$ cat src/rtl/core/bnnd_pkg.sv
// Shared types and constants for the Bayer nearest-neighbour demosaic.
`default_nettype none
package bnnd_pkg;

  localparam int MAX_WIDTH_DEF = 4096;

  localparam int WIDTH_BITS  = 13;
  localparam int HEIGHT_BITS = 16;
  localparam int PIX_BITS    = 8;

  localparam logic [WIDTH_BITS-1:0]  WIDTH_RST  = 13'd640;
  localparam logic [HEIGHT_BITS-1:0] HEIGHT_RST = 16'd480;
  localparam logic                   MODE_RST   = 1'b1;

  localparam int CFG_ADDR_BITS = 4;
  localparam int CFG_DATA_BITS = 32;

  typedef enum logic [1:0] {
    REG_IMAGE_WIDTH  = 2'd0,
    REG_IMAGE_HEIGHT = 2'd1,
    REG_INTERP_MODE  = 2'd2
  } cfg_reg_t;

  typedef struct packed {
    logic                frame_end;
    logic                run_last;
    logic [PIX_BITS-1:0] blue;
    logic [PIX_BITS-1:0] green;
    logic [PIX_BITS-1:0] red;
  } pix_t;

endpackage
`default_nettype wire

$ cat src/rtl/core/bnnd_out_q.sv
// Two-entry result queue between the demosaic stage and the output stream.
`default_nettype none
module bnnd_out_q (
  input  wire logic           clk,
  input  wire logic           rst_n,
  input  wire logic           push,
  input  wire bnnd_pkg::pix_t push_data,
  output logic                full,
  output logic                out_valid,
  input  wire logic           out_ready,
  output bnnd_pkg::pix_t      out_data
);

  bnnd_pkg::pix_t ent_r [2];
  logic           wr_ptr_r, wr_ptr_nxt;
  logic           rd_ptr_r, rd_ptr_nxt;
  logic [1:0]     count_r, count_nxt;
  logic           pop;

  assign out_valid = (count_r != 2'd0);
  assign full      = (count_r == 2'd2);
  assign out_data  = ent_r[rd_ptr_r];
  assign pop       = out_valid && out_ready;

  always_comb begin
    wr_ptr_nxt = push ? ~wr_ptr_r : wr_ptr_r;
    rd_ptr_nxt = pop ? ~rd_ptr_r : rd_ptr_r;
    count_nxt  = count_r + {1'b0, push} - {1'b0, pop};
  end

  always_ff @(posedge clk) begin
    if (!rst_n) begin
      wr_ptr_r <= 1'b0;
      rd_ptr_r <= 1'b0;
      count_r  <= 2'd0;
    end else begin
      wr_ptr_r <= wr_ptr_nxt;
      rd_ptr_r <= rd_ptr_nxt;
      count_r  <= count_nxt;
    end
  end

  always_ff @(posedge clk) begin
    if (push) begin
      ent_r[wr_ptr_r] <= push_data;
    end
  end

endmodule
`default_nettype wire

$ cat config.mk
export PLATFORM = sky130hd
export DESIGN_NAME = bnnd_out_q
export DESIGN_NICKNAME = d
export VERILOG_FILES = /design/src/rtl/core/bnnd_pkg.sv /design/src/rtl/core/bnnd_out_q.sv
export SDC_FILE = /design/constraint.sdc
export NUM_CORES = 1
export LEC_CHECK = 0
export BUFFER_PORTS_ARGS = -buffer_cell sky130_fd_sc_hd__buf_2
export CORE_MARGIN = 2
export CORE_UTILIZATION = 43
export CTS_CLUSTER_SIZE = 40
export DETAILED_ROUTE_END_ITERATION = 16
export PLACE_DENSITY = 0.67
export SETUP_SLACK_MARGIN = 0.4
export SYNTH_ARGS = -nofsm -noshare
export SYNTH_HDL_FRONTEND = slang
export SYNTH_SLANG_ARGS = --single-unit
$ cat constraint.sdc
create_clock -name clk -period 1.9 [get_ports clk]
set_input_delay 0.19 -clock clk [delete_from_list [all_inputs] [get_ports clk]]
set_output_delay 0.19 -clock clk [all_outputs]
set_load 0.01 [all_outputs]
==> results.md, run 1 <==
- Post-Syn Nets: ~140
- Placed cell areas: 0.002580 sq mm
- Setup crit end kind: output pin
- Seq pwr share: a little under half
- Tot GR Track Use: a little over an eighth
- CP Launch Type: register
- Clk_skew: slightly above 0.007 ns
- Later-pin clock latency in the skew report: approximately 0.32 ns
- Congestion Overflow GR: 0
- I/O pin total: 58
- Port-buffer cells: 57
- Initial antenna violation count: 0
- Register area: approximately 0.0017 sq mm
- Vias in the first global route: between 1000 and 1500
- Hold_buf cts: 0
- Die X: 75.93 um
- Synth top area share: a little over two thirds
- Most common cell after layout, fill and taps aside: edfxtp_1
- Required time of the critical path: around 1.7 ns
- Worst flop-to-flop path endpoint: count_r[1]$_SDFF_PN0_
- Avg WL per Cell: between 10 and 15 um
- Sw Share: approximately a quarter
- Synth warnings: 0
- Run status: finished clean
- DRT Pass-1 Iters: 4
- Hold depth: 1
- Max clock buf depth: 2
- Setup CP Type: register to output pin
- Tot Pwr: 3.337 mW
- Fin util: a little under three fifths
- Net switching power: between 0.8 and 0.9 mW
- Pins over their slew limit: 0
- Area of the multi-input gates: about 530 sq um
- Max IR drop VDD: slightly above 0.6 mV
- Hold slack: between 0.05 and 0.06 ns
- Gpl congestion: around 0.65
- Cell area after layout: around 0.0029 sq mm
- Clock buffer count from CTS: 9
- Filler Cell Count: ~410
- Cell internal pwr: between 2 and 3 mW
- Reg2reg path depth: 6
- Layout area overhead: 30.09%
- Worst slew pin tran: 0.3751 ns
- Reg-to-Reg Start: count_r[0]$_SDFF_PN0_
- Synth Cell Area: around 0.0022 sq mm
- Synth unique cells: 16
- First-pass GRT wire length: between 5000 and 6000 um
- Comb power frac: ~28%
- R2R Setup Slk: between 0.5 and 0.6 ns
- Root Buffer: clkbuf_8
- Clk sinks: 57
- Iteration-0 DRC count of the detailed router: 62
- Total of max-cap violations: 0
- Antenna viol nets, final: 0
- Flops & latches, synth: 57
- Post-route setup TNS: 0 ns
- CTS HTree Levels: 3
- Final Cycle Share: 79.67%
- Leakage: 1.163 nW
- Inserted Diodes: 0
- Vias: ~1100
- Die Ht: ~76 um
- Clock slew at the register clock pins of the worst setup and hold paths: ~0.060 ns
- DRC viols: 0
- Final Hold Viols: 0
- DP Wirelength: between 2000 and 2500 um
- Mean Syn Cell Area: between 20 and 25 sq um
- Layout cells sized above 1: 57.30%
- Top cell type by total area after synthesis: edfxtp_1
- Rel. slew slack: around 75%
- Worst hold path class: primary input to register
- RSZ-0062 raised after global routing: true
- CTS tree: yes
- Clock share of power: approximately a quarter
- PwrDens: 1153 mW/mm^2
- Starting Density: 44.12%
- Post-Syn Instances: ~100
- Placement Rows: 26
- Nets@finish: approximately 210
- Core ar.: slightly above 0.005 sq mm
- Register area share after synthesis: 74.69%
- Top cells by area, synth: edfxtp_1, mux2_4, dfxtp_1
- Hold Path Sink: ent_r[1][20]$_DFFE_PP_
- Hold path start: push_data[20]
- Routed vias/inst: roughly 4.6
- WP data arrival: between 1 and 1.5 ns
- Largest net degree at the start of global routing: 28
- Fmax: about 660 MHz
- Die ar.: 0.005765 sq mm
- Final min period: approximately 1.5 ns
- Most frequent cells in the layout: edfxtp_1, buf_2, mux2_4
- Final setup fails: 0
- Total Wirelength: approximately 3600 um
- Crit-path max FO: 12
## how the worst max path moves through the flow
stage                                from  cells after the start  slack [ns]               endpoint
finish                           register                      3        0.39            out_data[7]
global route                     register                      3        0.33           out_data[18]
CTS                              register                      3        0.34            out_data[7]
detailed placement  count_r[1]$_SDFF_PN0_                      6        0.45  count_r[1]$_SDFF_PN0_
global placement    count_r[1]$_SDFF_PN0_                      5        0.54  count_r[0]$_SDFF_PN0_
floorplan           wr_ptr_r$_SDFFE_PN0P_                      1        0.47  ent_r[0][0]$_DFFE_PP_
## kinds of logic (layout without fill, tap and decap cells)
group	after synthesis	count (layout)	synth area share [%]
compound gates	2	2	0.6747
xor+xnor	1	1	1.012
fa+ha+maj	2	2	1.125
buf+inv	5	79	2.644
flops	57	57	74.69
mux	28	28	17.44
simple gates	9	9	2.418
## critical path: stages, from the launching register on
cell and delay, ns:
dfxtp_4 0.39, buf_12 0.16, mux2_4 0.31, buf_2 0.14
## power by group through the flow
stage	clock network, mW	logic [mW]	registers (mW)
after floorplan	0	0.589	1.53
after global placement	0	0.740	1.53
after detailed placement	0	0.776	1.54
after CTS	0.896	0.798	1.52
after global routing	0.967	1.01	1.54
final	0.868	0.940	1.53
## state kept, by name, indices dropped and copies added (netlist names), named ones only
name and cells:
count_r 2, rd_ptr_r 1, wr_ptr_r 1, ent_r 52
## what timing repair did
action / CTS / global route
setup endpoints to repair: 26 / 27
pin swaps: 0 / 1
setup buffers: 0 / 1
cloned: 0 / 1
resized for setup: 4 / 23
## cell type report
| class | instances | share of cell area, % |
|---|---|---|
| inverters | 2 | 0.2594 |
| clock inverters | 1 | 0.1729 |
| well taps | 70 | 3.026 |
| flip-flops and latches | 57 | 57.54 |
| clock buffers | 13 | 4.799 |
| repair buffers | 63 | 15.91 |
| multi-input cells | 42 | 18.29 |
## layer usage
layer	up-vias	GRT usage [%]	routed length, um
li1	537	-	-
met1	547	13.88	1491
met2	38	22.23	1866
met3	7	4.881	200
met4	0	10.36	87
met5	-	0	0
## through the flow
step / worst slack, ns / cells
after global routing: 0.3280 / 248
after CTS: 0.3438 / 246
final: 0.3862 / 248
after detailed placement: 0.4471 / 232
after global placement: 0.5443 / 232
after floorplan: 0.4687 / 104
## synthesized netlist by cell type
master / number
or2_2: 1
mux2i_1: 2
edfxtp_1: 52
nand2b_1: 1
xnor3_1: 1
nand2_1: 1
mux2_4: 20
o21a_1: 2
nor2b_1: 4
mux2_2: 6
inv_1: 2
dfxtp_1: 5
buf_12: 2
buf_6: 1
and2_1: 2
ha_1: 2
No activity file was read; power rests on OpenSTA's default activity.
==> run 2, diff against run 1 <==
Settings changed: ABC_AREA set to 1, PLACE_DENSITY 0.67 to 0.64.
Clock period 1.9 ns to 1.6 ns, I/O delays scaled along.
==> results.md, run 2 <==
- Register area share after synthesis: 74.90% (was 74.69%)
- CP Launch Type: register (unchanged)
- Worst-path cell chain: clkbuf_16, mux2_4, buf_6 (was buf_12, mux2_4, buf_2)
- DP Wirelength: 2584 um (was 2334 um)
- Gpl congestion: 0.7794 (was 0.6518)
- Cell internal pwr: 3.270 mW (was 2.510 mW)
- Setup crit end kind: output pin (unchanged)
- Synth Cell Area: 0.002218 sq mm (was 0.002225 sq mm)
- Avg WL per Cell: 15.56 um (was 14.71 um)
- I/O pin total: 58 (unchanged)
- Fin util: 62.01% (was 57.39%)
- Crit-path max FO: 6 (was 12)
- Dpl cells: 246 (was 232)
- Fmax: around 660 MHz
- Congestion Overflow GR: 0 (unchanged)
- Final Hold Viols: 0 (unchanged)
- Top cells by area, synth: edfxtp_1, mux2_4, dfxtp_1 (unchanged)
- CP peak stage delay: 0.43 ns (was 0.39 ns)
- Net switching power: 1.163 mW (was 0.8272 mW)
- Mean Syn Cell Area: 18.96 sq um (was 21.39 sq um)
- Rel. slew slack: 86.20% (was 74.99%)
- RSZ-0062 raised after global routing: true (unchanged)
- Placement Rows: 26 (unchanged)
- Reg-to-Reg Start: count_r[0]$_SDFF_PN0_ (unchanged)
- DRT Pass-1 Iters: 4 (unchanged)
- Placed cell areas: 0.002603 sq mm (was 0.002580 sq mm)
- Leakage: 1.263 nW (was 1.163 nW)
- Cell Count, Final, Fillers Out: 268 (was 248)
- Max Used Layer: met4 (unchanged)
- Met2 wire len: 2309 um (was 1866 um)
- Async SR Flop Fraction: 0% (unchanged)
- EDFF count, synth: 52 (unchanged)
- Initial antenna violation count: 0 (unchanged)
- Final setup fails: 0 (unchanged)
- Post-synth top flop: edfxtp_1 (unchanged)
- Total of max-cap violations: 0 (unchanged)
- Final Cycle Share: between 90% and 100%
- Clock buffer count from CTS: 9 (unchanged)
- Layout cells sized above 1: 63.13% (was 57.30%)
- Post-Syn Nets: 149 (was 136)
- Most frequent cells in the layout: edfxtp_1, buf_2, buf_6 (was edfxtp_1, buf_2, mux2_4)
- Die X: 75.83 um (was 75.93 um)
- Commonest cells in the netlist: edfxtp_1, mux2_4, nor2_1, inv_1, nand2_1 (was edfxtp_1, mux2_4, mux2_2, dfxtp_1, nor2b_1)
- Post-Route M1 WL: 1564 um (was 1491 um)
- R2R Setup Slk: 0.21 ns (was 0.51 ns)
- DRC viols: 0 (unchanged)
- Sw Share: 26.23% (was 24.79%)
- Vias in the first global route: 1244 (was 1210)
- Worst hold path class: primary input to register (unchanged)
- Hold slack: 0.02217 ns (was 0.05235 ns)
- Most common cell after layout, fill and taps aside: edfxtp_1 (unchanged)
- Crit path to: out_data[9] (was out_data[7])
- Post-Syn Instances: 117 (was 104)
- Total Wirelength: 4170 um (was 3647 um)
- Nets@finish: 225 (was 207)
- Die ar.: 0.005749 sq mm (was 0.005765 sq mm)
- Required time of the critical path: 1.44 ns (was 1.71 ns)
- Core ar.: 0.005042 sq mm (unchanged)
- Iteration-0 DRC count of the detailed router: 63 (was 62)
- CTS HTree Levels: 3 (unchanged)
- Max IR drop VDD: 0.8838 mV (was 0.6049 mV)
- Final setup margin: 0.07835 ns (was 0.3862 ns)
- Synth warnings: 0 (unchanged)
- Clk sinks: 57 (unchanged)
- Max clock buf depth: 2 (unchanged)
- Later-pin clock latency in the skew report: 0.32 ns (about the same)
- Tot GR Track Use: 14.73% (was 13.45%)
- Inserted Diodes: 0 (unchanged)
- Layout area overhead: 40.95% (was 30.09%)
- Pins over their slew limit: 0 (unchanged)
- Post-route setup TNS: 0 ns (unchanged)
- Run status: finished clean (unchanged)
- WP data arrival: 1.36 ns (was 1.32 ns)
- Filler Cell Count: 392 (was 407)
- Port-buffer cells: 57 (unchanged)
- Largest net degree at the start of global routing: 15 (was 28)
- CTS tree: yes (unchanged)
- Worst slew pin tran: 0.2070 ns (was 0.3751 ns)
- Starting Density: 44.00% (was 44.12%)
- Comb power frac: 31.3% (was 28.2%)
- Pre-CTS setup slack: 0.1950 ns (was 0.4471 ns)
- Tot Pwr: 4.432 mW (was 3.337 mW)
- Seq pwr share: 41.4% (was 45.8%)
- Worst flop-to-flop path endpoint: count_r[1]$_SDFF_PN0_ (unchanged)
- Setup CP Type: register to output pin (unchanged)
- Die Ht: 75.83 um (was 75.93 um)
- Synth unique cells: 12 (was 16)
- Reg2reg path depth: 10 (was 6)
- Synth top area share: 70.39% (was 70.19%)
- Final min period: around 1.5 ns
- Clock share of power: 27.4% (was 26.0%)
- Routed vias/inst: 4.668 (was 4.552)
- Cell area after layout: 0.003127 sq mm (was 0.002894 sq mm)
- First-pass GRT wire length: 5685 um (was 5609 um)
- PwrDens: 1418 mW/mm^2 (was 1153 mW/mm^2)
- Top cell type by total area after synthesis: edfxtp_1 (unchanged)
- Root Buffer: clkbuf_8 (unchanged)
- Top flop regs: ent_r (52), count_r (2) (unchanged)
- Vias: 1251 (was 1129)
- Slowest cell on the critical path: dfxtp_4 (unchanged)
- Biggest register: ent_r (unchanged)
- Clock slew at the register clock pins of the worst setup and hold paths: 0.06 ns (about the same)
- Clk_skew: 0.002808 ns (was 0.007050 ns)
- Top-count cell post-synth: edfxtp_1 (unchanged)
- Number of flip-flops in the largest register: 52 (unchanged)
- Antenna viol nets, final: 0 (unchanged)
- WL met3: 248 um (was 200 um)
- Flops & latches, synth: 57 (unchanged)
[run 2: changes by cell type in the layout (fill, tap and decap cells not counted), moves of 3 or more]
cell / previous run / this run
buf_6: 14 / 28
nand2_2: 0 / 5
inv_2: 0 / 3
nor2b_1: 3 / 0
clkinv_1: 0 / 3
nor2_2: 0 / 4
buf_2: 43 / 31
nor2_1: 0 / 5
[run 2: how the worst min path moves through the flow]
stage	end	startpoint	slack, ns	cells past startpoint
after floorplan	count_r[0]$_SDFF_PN0_	rst_n	0.25	2
after global placement	ent_r[0][4]$_DFFE_PP_	push_data[4]	0.35	1
after detailed placement	ent_r[0][23]$_DFFE_PP_	push_data[23]	0.35	1
after CTS	ent_r[0][5]$_DFFE_PP_	push_data[5]	0.001	1
after global routing	ent_r[1][10]$_DFFE_PP_	push_data[10]	0.002	1
final	ent_r[0][11]$_DFFE_PP_	push_data[11]	0.02	1
[run 2: per-layer routing]
layer,GRT usage (%),vias up
li1,-,587
met1,15.24,616
met2,24.90,43
met3,6.878,5
met4,7.602,0
met5,0,-
[run 2: logic make-up after synthesis]
group,share of synthesized area (%)
buf+inv,3.666
mux,16.58
flops,74.90
fa+ha+maj,1.128
simple gates,3.497
compound gates,0.2254
[run 2: layout make-up]
type                            count  area, sq um  share of cell area [%]
Clock buffer                       11        131.4                   4.202
Clock inverter                      5        46.29                   1.481
Inverter                            8        36.28                   1.160
Multi-Input combinational cell     49        549.3                   17.57
Sequential cell                    57         1668                   53.34
Tap cell                           70        87.58                   2.801
Timing Repair Buffer               68        608.1                   19.45
[run 2: critical path: cells and delay by family, from the launching register on]
family | cells | cell delay [ns]
buf+inv | 2 | 0.30
flops | 1 | 0.43
mux | 1 | 0.30
[run 2: what timing repair did]
item,in CTS,in global routing
endpoints found under the hold margin,0,1
resized for setup,7,51
buffers inserted,1,1
gates cloned,1,2
hold buffers,0,1
endpoints found under the setup margin,29,44
pin swaps,3,6
[run 2: power groups by stage]
stage	logic [mW]	registers, mW	clock network [mW]
after floorplan	0.664	1.81	0
after global placement	0.862	1.82	0
after detailed placement	0.904	1.83	0
after CTS	0.985	1.82	1.25
after global routing	1.48	1.85	1.32
final	1.39	1.83	1.21
==> run 3, diff against run 2 <==
Settings changed: BUFFER_PORTS_ARGS -buffer_cell sky130_fd_sc_hd__buf_2 to unset, DONT_BUFFER_PORTS set to 1, PLACE_DENSITY 0.64 to 0.55, REMOVE_ABC_BUFFERS set to 1.
==> results.md, run 3 (synthesis results as in run 2) <==
- Run status: finished clean (unchanged)
- CTS HTree Levels: 3 (unchanged)
- Clock buffer count from CTS: 9 (unchanged)
- Final setup margin: 0.1861 ns (was 0.07835 ns)
- Final Hold Viols: 0 (unchanged)
- PwrDens: 1420 mW/mm^2 (was 1418 mW/mm^2)
- Die X: 75.83 um (unchanged)
- Cell Count, Final, Fillers Out: 239 (was 268)
- Final Cycle Share: 88.37% (was 95.10%)
- Largest net degree at the start of global routing: 16 (was 15)
- Final setup fails: 0 (unchanged)
- Setup CP Type: register to register (was register to output pin)
- DP Wirelength: 2476 um (was 2584 um)
- Max clock buf depth: 2 (unchanged)
- Post-route setup TNS: 0 ns (unchanged)
- Inserted Diodes: 0 (unchanged)
- DRT Pass-1 Iters: 3 (was 4)
- Required time of the critical path: 1.82 ns (was 1.44 ns)
- Clock slew at the register clock pins of the worst setup and hold paths: 0.06 ns (about the same)
- Leakage: 1.129 nW (was 1.263 nW)
- Tot Pwr: 4.228 mW (was 4.432 mW)
- CTS tree: yes (unchanged)
- Layout cells sized above 1: 40.83% (was 63.13%)
- Fin util: 59.03% (was 62.01%)
- Total Wirelength: 4095 um (was 4170 um)
- Port-buffer cells: 0 (was 57)
- Nets@finish: 196 (was 225)
- Layout area overhead: 34.18% (was 40.95%)
- Initial antenna violation count: 0 (unchanged)
- Vias in the first global route: 1195 (was 1244)
- Vias: 1127 (was 1251)
- Worst slew pin tran: 0.2340 ns (was 0.2070 ns)
- Iteration-0 DRC count of the detailed router: 35 (was 63)
- Pins over their slew limit: 0 (unchanged)
- Rel. slew slack: 84.34% (was 86.20%)
- RSZ-0062 raised after global routing: true (unchanged)
- Final min period: 1.414 ns (was 1.522 ns)
- Clk_skew: 0.01128 ns (was 0.002808 ns)
- WP data arrival: 1.63 ns (was 1.36 ns)
- Crit-path max FO: 3 (was 6)
- I/O pin total: 58 (unchanged)
- Dpl cells: 190 (was 246)
- Placement Rows: 26 (unchanged)
- Max IR drop VDD: 0.9072 mV (was 0.8838 mV)
- CP Launch Type: register (unchanged)
- Avg WL per Cell: 17.13 um (was 15.56 um)
- Congestion Overflow GR: 0 (unchanged)
- Tot GR Track Use: 14.65% (was 14.73%)
- Die ar.: 0.005749 sq mm (unchanged)
- Fmax: 707.2 MHz (was 657.2 MHz)
- First-pass GRT wire length: 5664 um (was 5685 um)
- Setup crit end kind: register (was output pin)
- Biggest register: ent_r (unchanged)
- DRC viols: 0 (unchanged)
- Root Buffer: clkbuf_8 (unchanged)
- Pre-CTS setup slack: 0.1201 ns (was 0.1950 ns)
- Antenna viol nets, final: 0 (unchanged)
- Starting Density: 44.00% (unchanged)
- Number of flip-flops in the largest register: 52 (unchanged)
- Routed vias/inst: 4.715 (was 4.668)
- Most common cell after layout, fill and taps aside: edfxtp_1 (unchanged)
- Core ar.: 0.005042 sq mm (unchanged)
- Gpl congestion: 0.5986 (was 0.7794)
- Die Ht: 75.83 um (unchanged)
- Later-pin clock latency in the skew report: 0.33 ns (was 0.32 ns)
- Clk sinks: 57 (unchanged)
- Top flop regs: ent_r (52), count_r (2) (unchanged)
- Worst hold path class: primary input to register (unchanged)
- Most frequent cells in the layout: edfxtp_1, dlygate4sd3_1, mux2_4 (was edfxtp_1, buf_2, buf_6)
- Total of max-cap violations: 0 (unchanged)
[run 3: metrics by stage]
stage	hold slack (ns)	cell area, sq um
global route	0.04257	2977
finish	0.01920	2977
CTS	0.007980	2834
detailed placement	0.2589	2316
global placement	0.2566	2316
floorplan	0.2535	2167
[run 3: path summary, 6_finish.rpt]
kind                    startpoint                    end  slack [ns]  depth (start not counted)
max          count_r[1]$_SDFF_PN0_  count_r[1]$_SDFF_PN0_        0.19                          9
min                           push  wr_ptr_r$_SDFFE_PN0P_        0.02                          3
max reg2reg  count_r[1]$_SDFF_PN0_  count_r[1]$_SDFF_PN0_        0.19                          9
min reg2reg  wr_ptr_r$_SDFFE_PN0P_  wr_ptr_r$_SDFFE_PN0P_        0.52                          2
[run 3: report_power, final]
group / internal (mW) / switching (mW)
combinational: 0.629 / 0.553
clock: 0.681 / 0.519
sequential: 1.76 / 0.0855
[run 3: final cells by class]
class	instances	area [sq um]
clock inverter	3	15.01
inverter	8	35.03
multi-input combinational	49	576.8
timing repair buffer	39	422.9
sequential	57	1670
tap	70	87.58
clock buffer	13	168.9
fill	398	2066
[run 3: what timing repair did]
item                       CTS  global route
gates cloned                 0             2
pin swaps                    7             6
setup buffers                1             2
hold buffers                28             0
hold endpoints to repair    57             0
setup endpoints to repair   28            28
gates resized for setup     16            18
[run 3: routing by layer]
metal  routed length, um  GRT usage (%)  share of wire (%)  up-vias
li1                    -              -                  -      526
met1                1565          14.02                 38      552
met2                2242          25.10                 55       38
met3                 184          5.291                4.5       11
met4                 102          11.70                2.5        0
met5                   0              0                  0        -
[run 3: critical path: stages, from the launching register on]
cell     delay [ns]
dfxtp_4        0.37
nor2_4         0.12
nor2_4         0.05
ha_4           0.27
inv_4          0.03
ha_4           0.17
inv_4          0.06
nand2_4        0.06
a21oi_2        0.12
nor2_1         0.05
